`src/hw/rtl/pic_pkg.sv`:
```
// pic_pkg: shared types, constants and helpers of the polyline interval clipper.
// Used by pic_lane, pic_ctrl and polyline_interval_clipper; depends on nothing.
`default_nettype none

package pic_pkg;

  localparam int COORD_WIDTH = 32;
  localparam int CW          = (COORD_WIDTH < 32) ? COORD_WIDTH : 32;
  localparam int CW_SHIFT    = 32 - CW;
  localparam int NUM_LANES   = 3;
  localparam int MUL_STEPS   = 32;
  localparam int DIV_STEPS   = 33;

  typedef logic [31:0] word_t;

  typedef enum logic [1:0] {
    REG_DOMAIN_LOW, REG_DOMAIN_HIGH, REG_TOLERANCE, REG_COORD_COUNT
  } reg_idx_e;

  typedef struct packed {
    logic signed [31:0] domain_low;
    logic signed [31:0] domain_high;
    logic [15:0]        tolerance;
    logic [1:0]         coord_count;
  } cfg_t;

  typedef struct packed {
    logic        start;
    logic [31:0] num;
    logic [31:0] den;
  } lane_req_t;

  // coordinate taken as a CW-bit two's complement value
  function automatic word_t coord_ext(input word_t v);
    word_t s;
    s = v << CW_SHIFT;
    return word_t'($signed(s) >>> CW_SHIFT);
  endfunction

endpackage

`default_nettype wire

```
`src/hw/rtl/polyline_interval_clipper.sv`:
```
// polyline_interval_clipper: top level, APB register file, control and three lanes.
// Depends on pic_pkg, pic_lane and pic_ctrl.
//
//   channel   handshake                 word
//   in        in_valid_i / in_stall_o   param_t, coord_x/y/z, last_point
//   out       out_valid_o / out_stall_i vertex_x/y/z, vertex_valid, ends_curve, last_of_run
//   config    APB psel/penable/pwrite   domain_low, domain_high, tolerance, coord_count
//
// One point at a time: a prepare and a decide state, then its result words in the emit state.
// A cut vertex is worked out by the lanes in steps: 1 diff,
// 32 bit-serial multiply steps, 33 restoring divide steps, 1 final add;
// the three coordinates run in parallel.
// Reset (rst_ni low, async) clears the previous point and loads register defaults.
// A stalled output word holds; the next point is taken once the last word is registered.
`default_nettype none

module polyline_interval_clipper
  import pic_pkg::*;
(
  input  wire logic        clk_i,
  input  wire logic        rst_ni,
  input  wire logic        psel,
  input  wire logic        penable,
  input  wire logic        pwrite,
  input  wire logic [3:0]  paddr,
  input  wire logic [31:0] pwdata,
  output logic [31:0]      prdata,
  output logic             pready,
  input  wire logic        in_valid_i,
  output logic             in_stall_o,
  input  wire logic [31:0] param_t_i,
  input  wire logic [31:0] coord_x_i,
  input  wire logic [31:0] coord_y_i,
  input  wire logic [31:0] coord_z_i,
  input  wire logic        last_point_i,
  output logic             out_valid_o,
  input  wire logic        out_stall_i,
  output logic [31:0]      vertex_x_o,
  output logic [31:0]      vertex_y_o,
  output logic [31:0]      vertex_z_o,
  output logic             vertex_valid_o,
  output logic             ends_curve_o,
  output logic             last_of_run_o
);

  cfg_t      cfg_q;
  lane_req_t lane_req;
  word_t     p1 [NUM_LANES];
  word_t     p2 [NUM_LANES];
  word_t     lane_res [NUM_LANES];
  logic [NUM_LANES-1:0] lane_done;
  reg_idx_e  ridx;

  assign ridx   = reg_idx_e'(paddr[3:2]);
  assign pready = 1'b1;

  always_ff @(posedge clk_i or negedge rst_ni) begin
    if (!rst_ni) begin
      cfg_q.domain_low  <= 32'sd0;
      cfg_q.domain_high <= 32'sd65536;
      cfg_q.tolerance   <= 16'd1;
      cfg_q.coord_count <= 2'd3;
    end else if (psel && penable && pwrite && pready) begin
      unique case (ridx)
        REG_DOMAIN_LOW:  cfg_q.domain_low  <= pwdata;
        REG_DOMAIN_HIGH: cfg_q.domain_high <= pwdata;
        REG_TOLERANCE:   cfg_q.tolerance   <= pwdata[15:0];
        REG_COORD_COUNT: cfg_q.coord_count <= pwdata[1:0];
        default: ;
      endcase
    end
  end

  always_comb begin
    unique case (ridx)
      REG_DOMAIN_LOW:  prdata = cfg_q.domain_low;
      REG_DOMAIN_HIGH: prdata = cfg_q.domain_high;
      REG_TOLERANCE:   prdata = {16'd0, cfg_q.tolerance};
      REG_COORD_COUNT: prdata = {30'd0, cfg_q.coord_count};
      default:         prdata = '0;
    endcase
  end

  pic_ctrl u_ctrl (
    .clk_i          (clk_i),
    .rst_ni         (rst_ni),
    .cfg_i          (cfg_q),
    .in_valid_i     (in_valid_i),
    .in_stall_o     (in_stall_o),
    .param_t_i      (param_t_i),
    .coord_x_i      (coord_x_i),
    .coord_y_i      (coord_y_i),
    .coord_z_i      (coord_z_i),
    .last_point_i   (last_point_i),
    .out_valid_o    (out_valid_o),
    .out_stall_i    (out_stall_i),
    .vertex_x_o     (vertex_x_o),
    .vertex_y_o     (vertex_y_o),
    .vertex_z_o     (vertex_z_o),
    .vertex_valid_o (vertex_valid_o),
    .ends_curve_o   (ends_curve_o),
    .last_of_run_o  (last_of_run_o),
    .lane_req_o     (lane_req),
    .p1_o           (p1),
    .p2_o           (p2),
    .lane_done_i    (lane_done),
    .lane_res_i     (lane_res)
  );

  for (genvar g = 0; g < NUM_LANES; g++) begin : g_lane
    pic_lane u_lane (
      .clk_i  (clk_i),
      .rst_ni (rst_ni),
      .req_i  (lane_req),
      .x1_i   (p1[g]),
      .x2_i   (p2[g]),
      .done_o (lane_done[g]),
      .res_o  (lane_res[g])
    );
  end

endmodule

`default_nettype wire

```
`src/hw/rtl/pic_lane.sv`:
```
// pic_lane: one coordinate of the cut vertex, x1 + round(|x2-x1|*num/den) signed.
// Bit-serial shift-add multiply then restoring divide; uses pic_pkg.
`default_nettype none

module pic_lane
  import pic_pkg::*;
(
  input  wire logic      clk_i,
  input  wire logic      rst_ni,
  input  wire lane_req_t req_i,
  input  wire word_t     x1_i,
  input  wire word_t     x2_i,
  output logic           done_o,
  output word_t          res_o
);

  typedef enum logic [2:0] {L_IDLE, L_DIFF, L_MUL, L_DIV, L_ADD} lstate_e;

  lstate_e            state_q;
  logic signed [32:0] x1_q, x2_q;
  logic [31:0]        lo_q, den_q, rem_q;
  logic [33:0]        hi_q;
  logic [32:0]        mag_q, dv_q;
  logic               neg_q;
  logic [5:0]         cnt_q;
  word_t              res_q;

  logic signed [33:0] diff_a, diff_b, add_res;
  logic [32:0]        mag_nx;
  logic [34:0]        mul_sum;
  logic [33:0]        hi_nx;
  logic [31:0]        lo_nx;
  logic [32:0]        div_t, div_r;
  logic               div_ge;

  always_comb begin
    diff_a  = 34'(x2_q) - 34'(x1_q);
    diff_b  = 34'(x1_q) - 34'(x2_q);
    mag_nx  = diff_a[33] ? diff_b[32:0] : diff_a[32:0];
    mul_sum = {1'b0, hi_q} + (lo_q[0] ? {2'b00, mag_q} : 35'd0);
    hi_nx   = mul_sum[34:1];
    lo_nx   = {mul_sum[0], lo_q[31:1]};
    div_t   = {rem_q, dv_q[32]};
    div_ge  = div_t >= {1'b0, den_q};
    div_r   = div_ge ? (div_t - {1'b0, den_q}) : div_t;
    add_res = neg_q ? (34'(x1_q) - $signed({1'b0, dv_q}))
                    : (34'(x1_q) + $signed({1'b0, dv_q}));
  end

  always_ff @(posedge clk_i or negedge rst_ni) begin
    if (!rst_ni) begin
      state_q <= L_IDLE;
      x1_q    <= '0;
      x2_q    <= '0;
      lo_q    <= '0;
      den_q   <= '0;
      rem_q   <= '0;
      hi_q    <= '0;
      mag_q   <= '0;
      dv_q    <= '0;
      neg_q   <= 1'b0;
      cnt_q   <= '0;
      res_q   <= '0;
    end else begin
      unique case (state_q)
        L_IDLE: begin
          if (req_i.start) begin
            x1_q    <= $signed({x1_i[31], x1_i});
            x2_q    <= $signed({x2_i[31], x2_i});
            lo_q    <= req_i.num;
            den_q   <= req_i.den;
            state_q <= L_DIFF;
          end
        end
        L_DIFF: begin
          neg_q   <= diff_a[33];
          mag_q   <= mag_nx;
          hi_q    <= {3'b000, den_q[31:1]};  // rounding half, shifted down by the multiply
          cnt_q   <= '0;
          state_q <= L_MUL;
        end
        L_MUL: begin
          hi_q <= hi_nx;
          lo_q <= lo_nx;
          if (cnt_q == 6'(MUL_STEPS - 1)) begin
            rem_q   <= hi_nx[32:1];
            dv_q    <= {hi_nx[0], lo_nx};
            cnt_q   <= '0;
            state_q <= L_DIV;
          end else begin
            cnt_q <= cnt_q + 6'd1;
          end
        end
        L_DIV: begin
          rem_q <= div_r[31:0];
          dv_q  <= {dv_q[31:0], div_ge};
          if (cnt_q == 6'(DIV_STEPS - 1)) begin
            state_q <= L_ADD;
          end else begin
            cnt_q <= cnt_q + 6'd1;
          end
        end
        L_ADD: begin
          res_q   <= add_res[31:0];
          state_q <= L_IDLE;
        end
        default: state_q <= L_IDLE;
      endcase
    end
  end

  assign done_o = (state_q == L_IDLE);
  assign res_o  = res_q;

endmodule

`default_nettype wire

```
`src/hw/rtl/pic_ctrl.sv`:
```
// pic_ctrl: segment rules, previous point, result plan and output word register.
// Starts the pic_lane units for a cut vertex; uses pic_pkg.
`default_nettype none

module pic_ctrl
  import pic_pkg::*;
(
  input  wire logic           clk_i,
  input  wire logic           rst_ni,
  input  wire cfg_t           cfg_i,
  input  wire logic           in_valid_i,
  output logic                in_stall_o,
  input  wire word_t          param_t_i,
  input  wire word_t          coord_x_i,
  input  wire word_t          coord_y_i,
  input  wire word_t          coord_z_i,
  input  wire logic           last_point_i,
  output logic                out_valid_o,
  input  wire logic           out_stall_i,
  output word_t               vertex_x_o,
  output word_t               vertex_y_o,
  output word_t               vertex_z_o,
  output logic                vertex_valid_o,
  output logic                ends_curve_o,
  output logic                last_of_run_o,
  output lane_req_t           lane_req_o,
  output word_t               p1_o [NUM_LANES],
  output word_t               p2_o [NUM_LANES],
  input  wire logic [NUM_LANES-1:0] lane_done_i,
  input  wire word_t          lane_res_i [NUM_LANES]
);

  typedef enum logic [1:0] {C_IDLE, C_PREP, C_DECIDE, C_EMIT} cstate_e;
  typedef enum logic [1:0] {SRC_P1, SRC_P2, SRC_CUT, SRC_MARK} src_e;

  cstate_e            state_q;
  word_t              t2_q, prev_t_q;
  word_t              p2_q [NUM_LANES];
  word_t              prev_p_q [NUM_LANES];
  logic               last_q, have_prev_q;
  logic signed [33:0] lbt_q, lbm_q, ubt_q, nlo_q, nhi_q, den_q;
  src_e               kinds_q [3];
  logic [1:0]         n_q, idx_q;
  logic               out_valid_q, vvalid_q, ends_q, lor_q;
  word_t              vout_q [NUM_LANES];

  logic signed [33:0] t1w, t2w, lbw, ubw, tolw;
  logic               case_a, case_b, cut, cut_lerp, fin;
  src_e               kinds_d [3];
  logic [1:0]         n_d;
  logic               out_free, can_load, idx_last, commit, accept;
  src_e               cur;
  word_t              vsel [NUM_LANES];

  always_comb begin
    t1w  = {{2{prev_t_q[31]}}, prev_t_q};
    t2w  = {{2{t2_q[31]}}, t2_q};
    lbw  = {{2{cfg_i.domain_low[31]}}, cfg_i.domain_low};
    ubw  = {{2{cfg_i.domain_high[31]}}, cfg_i.domain_high};
    tolw = $signed({18'd0, cfg_i.tolerance});

    case_a   = have_prev_q && (nlo_q > 34'sd0) && (t2w > lbt_q);
    case_b   = have_prev_q && !case_a && (t1w > lbm_q) && (t1w < ubt_q);
    cut      = case_b && (t2w > ubw);
    cut_lerp = cut && (den_q > 34'sd0) && (nhi_q > 34'sd0);
    fin      = last_q && (t2w < ubt_q);

    kinds_d[0] = SRC_MARK;
    kinds_d[1] = SRC_MARK;
    kinds_d[2] = SRC_MARK;
    n_d        = 2'd0;
    if (case_a) begin
      kinds_d[0] = SRC_CUT;
      n_d        = 2'd1;
    end else if (case_b) begin
      kinds_d[0] = SRC_P1;
      n_d        = 2'd1;
      if (cut) begin
        kinds_d[1] = cut_lerp ? SRC_CUT : SRC_P1;
        n_d        = 2'd2;
      end
    end
    if (last_q) begin
      if (fin) begin
        unique case (n_d)
          2'd0:    kinds_d[0] = SRC_P2;
          2'd1:    kinds_d[1] = SRC_P2;
          default: kinds_d[2] = SRC_P2;
        endcase
        n_d = n_d + 2'd1;
      end else if (n_d == 2'd0) begin
        kinds_d[0] = SRC_MARK;
        n_d        = 2'd1;
      end
    end

    lane_req_o.start = (state_q == C_DECIDE) && (case_a || cut_lerp);
    lane_req_o.num   = case_a ? nlo_q[31:0] : nhi_q[31:0];
    lane_req_o.den   = den_q[31:0];

    accept   = in_valid_i && (state_q == C_IDLE);
    out_free = !out_valid_q || !out_stall_i;
    cur      = kinds_q[idx_q];
    idx_last = (idx_q == n_q - 2'd1);
    can_load = (state_q == C_EMIT) && out_free && ((cur != SRC_CUT) || (&lane_done_i));
    commit   = ((state_q == C_DECIDE) && (n_d == 2'd0)) || (can_load && idx_last);

    for (int j = 0; j < NUM_LANES; j++) begin
      unique case (cur)
        SRC_P1:  vsel[j] = prev_p_q[j];
        SRC_P2:  vsel[j] = p2_q[j];
        SRC_CUT: vsel[j] = lane_res_i[j];
        default: vsel[j] = '0;
      endcase
      if (2'(j) >= cfg_i.coord_count) vsel[j] = '0;
    end
  end

  always_ff @(posedge clk_i or negedge rst_ni) begin
    if (!rst_ni) begin
      state_q     <= C_IDLE;
      t2_q        <= '0;
      prev_t_q    <= '0;
      last_q      <= 1'b0;
      have_prev_q <= 1'b0;
      lbt_q       <= '0;
      lbm_q       <= '0;
      ubt_q       <= '0;
      nlo_q       <= '0;
      nhi_q       <= '0;
      den_q       <= '0;
      n_q         <= '0;
      idx_q       <= '0;
      out_valid_q <= 1'b0;
      vvalid_q    <= 1'b0;
      ends_q      <= 1'b0;
      lor_q       <= 1'b0;
      for (int j = 0; j < NUM_LANES; j++) begin
        p2_q[j]     <= '0;
        prev_p_q[j] <= '0;
        vout_q[j]   <= '0;
      end
      for (int k = 0; k < 3; k++) kinds_q[k] <= SRC_MARK;
    end else begin
      if (out_valid_q && !out_stall_i && !can_load) out_valid_q <= 1'b0;

      unique case (state_q)
        C_IDLE: begin
          if (accept) begin
            t2_q    <= param_t_i;
            p2_q[0] <= coord_ext(coord_x_i);
            p2_q[1] <= coord_ext(coord_y_i);
            p2_q[2] <= coord_ext(coord_z_i);
            last_q  <= last_point_i;
            state_q <= C_PREP;
          end
        end
        C_PREP: begin
          lbt_q   <= lbw + tolw;
          lbm_q   <= lbw - tolw;
          ubt_q   <= ubw + tolw;
          nlo_q   <= lbw - t1w;
          nhi_q   <= ubw - t1w;
          den_q   <= t2w - t1w;
          state_q <= C_DECIDE;
        end
        C_DECIDE: begin
          for (int k = 0; k < 3; k++) kinds_q[k] <= kinds_d[k];
          n_q     <= n_d;
          idx_q   <= '0;
          state_q <= (n_d == 2'd0) ? C_IDLE : C_EMIT;
        end
        C_EMIT: begin
          if (can_load) begin
            out_valid_q <= 1'b1;
            vvalid_q    <= (cur != SRC_MARK);
            ends_q      <= last_q && idx_last;
            lor_q       <= idx_last;
            for (int j = 0; j < NUM_LANES; j++) vout_q[j] <= vsel[j];
            if (idx_last) state_q <= C_IDLE;
            else idx_q <= idx_q + 2'd1;
          end
        end
        default: state_q <= C_IDLE;
      endcase

      if (commit) begin
        if (last_q) begin
          have_prev_q <= 1'b0;
          prev_t_q    <= '0;
          for (int j = 0; j < NUM_LANES; j++) prev_p_q[j] <= '0;
        end else begin
          have_prev_q <= 1'b1;
          prev_t_q    <= t2_q;
          for (int j = 0; j < NUM_LANES; j++) prev_p_q[j] <= p2_q[j];
        end
      end
    end
  end

  assign in_stall_o     = (state_q != C_IDLE);
  assign out_valid_o    = out_valid_q;
  assign vertex_x_o     = vout_q[0];
  assign vertex_y_o     = vout_q[1];
  assign vertex_z_o     = vout_q[2];
  assign vertex_valid_o = vvalid_q;
  assign ends_curve_o   = ends_q;
  assign last_of_run_o  = lor_q;
  assign p1_o           = prev_p_q;
  assign p2_o           = p2_q;

endmodule

`default_nettype wire

```
`config.mk`:
```
export PLATFORM = sky130hd
export DESIGN_NAME = polyline_interval_clipper
export DESIGN_NICKNAME = d
export VERILOG_FILES = /design/src/hw/rtl/pic_pkg.sv /design/src/hw/rtl/polyline_interval_clipper.sv /design/src/hw/rtl/pic_lane.sv /design/src/hw/rtl/pic_ctrl.sv
export SDC_FILE = /design/constraint.sdc
export NUM_CORES = 2
export LEC_CHECK = 0
export BUFFER_PORTS_ARGS = -buffer_cell sky130_fd_sc_hd__buf_2
export CAP_MARGIN = 20
export CORE_UTILIZATION = 30
export DETAILED_ROUTE_END_ITERATION = 10
export MAX_ROUTING_LAYER = met4
export PLACE_DENSITY = 0.42
export SLEW_MARGIN = 10
export SYNTH_ARGS = -nofsm -noshare
export SYNTH_HDL_FRONTEND = slang
export SYNTH_SLANG_ARGS = --single-unit
```
`constraint.sdc`:
```
create_clock -name clk_i -period 11.75 [get_ports clk_i]
set_input_delay 1.7625 -clock clk_i [delete_from_list [all_inputs] [get_ports clk_i]]
set_output_delay 1.7625 -clock clk_i [all_outputs]
set_load 0.02 [all_outputs]
```
==> load_flow_metrics.sql <==
INSERT INTO impl_metrics (metric_group, metric, value, unit) VALUES
('global_routing', 'globalRouteTotalUtil', '0.2202', ''),
('timing', 'finClkSkew', '84.11', 'ps'),
('logic_synthesis', 'synth.largest_area_cell', 'sky130_fd_sc_hd__dfrtp_1', ''),
('power_and_ir_drop', 'ir_drop_worst_vdd', '211.1', 'µV'),
('detailed_routing', 'drtAntennaViolNets', '0', ''),
('power_and_ir_drop', 'pleak', '51.93', 'nW'),
('clock_network', 'worst_setup_hold_path_clk_slew', '60', 'ps'),
('finish', 'design.final.nets', '12480', ''),
('global_routing', 'grt_pass1_vias', '84270', ''),
('timing', 'finalHoldWorstSlack', '469.6', 'ps'),
('detailed_routing', 'detail_route.wirelength', '364800', 'µm'),
('timing', 'tns', '0', 'ps'),
('clock_network', 'cts-root-to-sink-buffers', '4', ''),
('critical_path', 'critical_path.max_fanout', '5', ''),
('detailed_routing', 'wl_per_cell', '22.74', 'µm'),
('finish', 'postLayoutCoreUtil', '0.3414', ''),
('power_and_ir_drop', 'power_density', '359.4', 'nW/µm²'),
('detailed_routing', 'post-route-drc-count', '0', ''),
('timing', 'final_hold_vio_count', '0', ''),
('floorplan', 'floorplan.die_area', '335500', 'µm²'),
('clock_network', 'clkSinkCount', '1554', ''),
('detailed_routing', 'initialDrtViolationCount', '6257', ''),
('timing', 'finalWorstPathRequiredPeriod', '5741', 'ps'),
('detailed_routing', 'vias_per_cell', '5.261', ''),
('floorplan', 'fp.coreArea', '330800', 'µm²'),
('critical_path', 'worstPathRequired', '12550', 'ps'),
('timing', 'finalMaxSlewViolations', '0', ''),
('critical_path', 'critPathLaunchType', 'flip-flop', ''),
('logic_synthesis', 'synth_ff_type', 'sky130_fd_sc_hd__dfrtp_1', ''),
('logic_synthesis', 'syn-instance-count', '11430', ''),
('clock_network', 'cts_setup_buffers', '0', ''),
('floorplan', 'ios', '306', ''),
('min_path', 'timing.hold.worst.class', 'flip-flop to flip-flop', ''),
('global_routing', 'overflow', '0', ''),
('logic_synthesis', 'syn-mean-instance-area', '8.743', 'µm²'),
('clock_network', 'cts_root_buf', 'sky130_fd_sc_hd__clkbuf_16', ''),
('global_routing', 'grt_max_degree', '225', ''),
('clock_network', 'tritoncts_clock_tree', 'built', ''),
('logic_synthesis', 'synth_sequential_area_ratio', '0.3892', ''),
('logic_synthesis', 'yosys_warnings', '0', ''),
('floorplan', 'dieHeight', '579.2', 'µm'),
('clock_network', 'cts_resized', '0', ''),
('place', 'io_buffer_count', '302', ''),
('logic_synthesis', 'post_synth_num_cell_types', '95', ''),
('timing', 'grt_setup_unrepaired', 'no', ''),
('timing', 'max_freq', '174.2', 'MHz'),
('detailed_routing', 'drt-pass1-iter-count', '8', ''),
('timing', 'post-route-period-util', '0.4886', ''),
('logic_synthesis', 'synth.most_common_cell', 'sky130_fd_sc_hd__nand2_1', ''),
('logic_synthesis', 'netlist_area', '99940', 'µm²'),
('logic_synthesis', 'list_of_most_frequent_post_synthesis_cells', 'sky130_fd_sc_hd__nand2_1 (1613), sky130_fd_sc_hd__dfrtp_1 (1545), sky130_fd_sc_hd__o21ai_0 (1227)', ''),
('finish', 'synthToLayoutAreaGrowth', '13.00', '%'),
('logic_synthesis', 'mappedNetlistNets', '12420', ''),
('floorplan', 'die_w', '579.2', 'µm'),
('logic_synthesis', 'synth-edff-count', '0', ''),
('power_and_ir_drop', 'total_power', '0.04058', 'W'),
('detailed_routing', 'dr_total_vias', '84390', ''),
('critical_path', 'timing.setup.critical_path_class', 'flip-flop to flip-flop', ''),
('floorplan', 'floorplan.rows', '211', ''),
('logic_synthesis', 'yosys-top-cells-area', 'sky130_fd_sc_hd__dfrtp_1 (39%), sky130_fd_sc_hd__ha_1 (10%), sky130_fd_sc_hd__o21ai_0 (6.1%), sky130_fd_sc_hd__nand2_1 (6.1%), sky130_fd_sc_hd__a21oi_1 (4.2%)', ''),
('timing', 'setup_viol_count_final', '0', ''),
('job', 'max_capacitance_violation_count', '0', ''),
('floorplan', 'initial_utilization', '0.3021', ''),
('clock_network', 'ctsHtreeMaxLevel', '4', ''),
('run_status', 'run_status', 'finished, final reports clean', ''),
('critical_path', 'crit_path_end_kind', 'flip-flop', ''),
('clock_network', 'hold_buffers', '0', ''),
('logic_synthesis', 'synth_largest_type_area_fraction', '0.3868', ''),
('timing', 'tightest_pin_transition', '1164', 'ps'),
('global_routing', 'wire_length_of_the_first_global_routing_pass', '548400', 'µm'),
('critical_path', 'critPathArrivalTime', '6550', 'ps'),
('place', 'rd_place_congestion', '0.9019', ''),
('global_routing', 'antenna_violations_before_repair', '22', ''),
('place', 'dpl.hpwl', '269300', 'µm'),
('finish', 'share_of_final_layout_standard_cells_stronger_than_drive_strength_1', '0.09367', ''),
('logic_synthesis', 'postSynthRegisterBits', '1554', ''),
('clock_network', 'worstSkewPairLatency', '910', 'ps'),
('logic_synthesis', 'async_flop_share', '1.000', ''),
('clock_network', 'numCtsBuffers', '200', ''),
('timing', 'max-slew-margin-rel', '0.2238', '');
## per-layer routing
layer,track usage,share of wire,vias up
met5,-,0,-
met4,0.07285,0.037,0
met3,0.02343,0.043,469
met2,0.3357,0.44,1723
met1,0.3039,0.48,41770
li1,-,-,40420
## critical path, stage by stage (launching register included)
cell and delay [ps]:
sky130_fd_sc_hd__dfrtp_1 440, sky130_fd_sc_hd__or4_1 590, sky130_fd_sc_hd__nor4b_1 590, sky130_fd_sc_hd__nand2_1 230
sky130_fd_sc_hd__nor3b_2 370, sky130_fd_sc_hd__nor2_1 90, sky130_fd_sc_hd__xnor2_1 420, sky130_fd_sc_hd__ha_1 290
sky130_fd_sc_hd__nand4_1 160, sky130_fd_sc_hd__nor2_1 340, sky130_fd_sc_hd__nand3_1 230, sky130_fd_sc_hd__a41oi_1 520
sky130_fd_sc_hd__nor4_1 150, sky130_fd_sc_hd__o41ai_1 650, sky130_fd_sc_hd__a21o_1 210, sky130_fd_sc_hd__a21oi_1 90
sky130_fd_sc_hd__xor2_1 150, sky130_fd_sc_hd__o21ai_0 140
## cell families (layout without fill, tap and decap cells)
logic type | after synthesis | after routing | synth area share
AO/OA/AOI/OAI | 3634 | 3634 | 0.2259
XOR/XNOR | 580 | 580 | 0.05083
adder cells (fa/ha/maj) | 816 | 816 | 0.1037
buffers and inverters | 1251 | 1478 | 0.04872
flip-flops | 1554 | 1554 | 0.3892
multiplexers | 319 | 319 | 0.03502
other | 1 | 17 | 0.00003752
AND/OR/NAND/NOR | 3276 | 3276 | 0.1465
## flip-flops by register name, summed over array words and instances (netlist names), 33 cells and up
signal / cells
g_lane.u_lane.hi_q: 102
g_lane.u_lane.dv_q: 99
g_lane.u_lane.mag_q: 99
g_lane.u_lane.den_q: 96
g_lane.u_lane.lo_q: 96
g_lane.u_lane.rem_q: 96
g_lane.u_lane.res_o: 96
g_lane.u_lane.x1_q: 96
g_lane.u_lane.x2_q: 96
u_ctrl.p1_o: 96
u_ctrl.p2_o: 96
cfg_q: 82
u_ctrl.den_q: 33
u_ctrl.lbm_q: 33
u_ctrl.nhi_q: 33
u_ctrl.nlo_q: 33
u_ctrl.ubt_q: 33
## power by group
group / total (W) / internal [W] / switching [W]
clock: 0.00659 / 0.00396 / 0.00263
sequential: 0.0101 / 0.00758 / 0.00254
combinational: 0.0239 / 0.00898 / 0.0149
## path summary, 6_finish.rpt
path	startpoint	cells past startpoint	end	slack, ps
worst min register to register	u_ctrl.vertex_y_o[16]$_DFFE_PN0P_	2	u_ctrl.vertex_y_o[16]$_DFFE_PN0P_	470
worst min-delay path	u_ctrl.vertex_y_o[16]$_DFFE_PN0P_	2	u_ctrl.vertex_y_o[16]$_DFFE_PN0P_	470
min in group asynchronous	rst_ni	1	g_lane[2].u_lane.res_o[10]$_DFFE_PN0N_	890
max in group asynchronous	rst_ni	3	u_ctrl.vertex_x_o[12]$_DFFE_PN0P_	8410
worst max register to register	g_lane[0].u_lane.dv_q[5]$_DFFE_PN0P_	17	g_lane[0].u_lane.res_o[30]$_DFFE_PN0N_	6010
worst max-delay path	g_lane[0].u_lane.dv_q[5]$_DFFE_PN0P_	17	g_lane[0].u_lane.res_o[30]$_DFFE_PN0N_	6010
## final cells by class
class,count,area (µm²)
clock inverter,71,962.2
tap,4366,5463
antenna,16,40.04
fill,34300,217900
sequential,1554,38900
inverter,687,2579
multi-input combinational,8626,56440
timing repair buffer,424,2600
clock buffer,296,5953
## stage by stage
step,worst slack [ps],cells,area (µm²)
detailed placement,5473,15650,105900
global placement,5509,15650,105900
CTS,5806,16020,112800
floorplan,6838,11430,99940
global route,5669,16030,112900
finish,6009,16040,112900
## cell usage in the layout (no fill, tap or decap), types with 236 or more instances in the layout
cell type,n
sky130_fd_sc_hd__nor2_1,653
sky130_fd_sc_hd__a22o_1,236
sky130_fd_sc_hd__xnor2_1,390
sky130_fd_sc_hd__a21oi_1,847
sky130_fd_sc_hd__ha_1,795
sky130_fd_sc_hd__o21ai_0,1226
sky130_fd_sc_hd__nand2_1,1605
sky130_fd_sc_hd__a21o_1,400
sky130_fd_sc_hd__dfrtp_1,1545
sky130_fd_sc_hd__inv_1,687
sky130_fd_sc_hd__buf_2,301
Note: power is estimated with default switching activity, not from simulation.
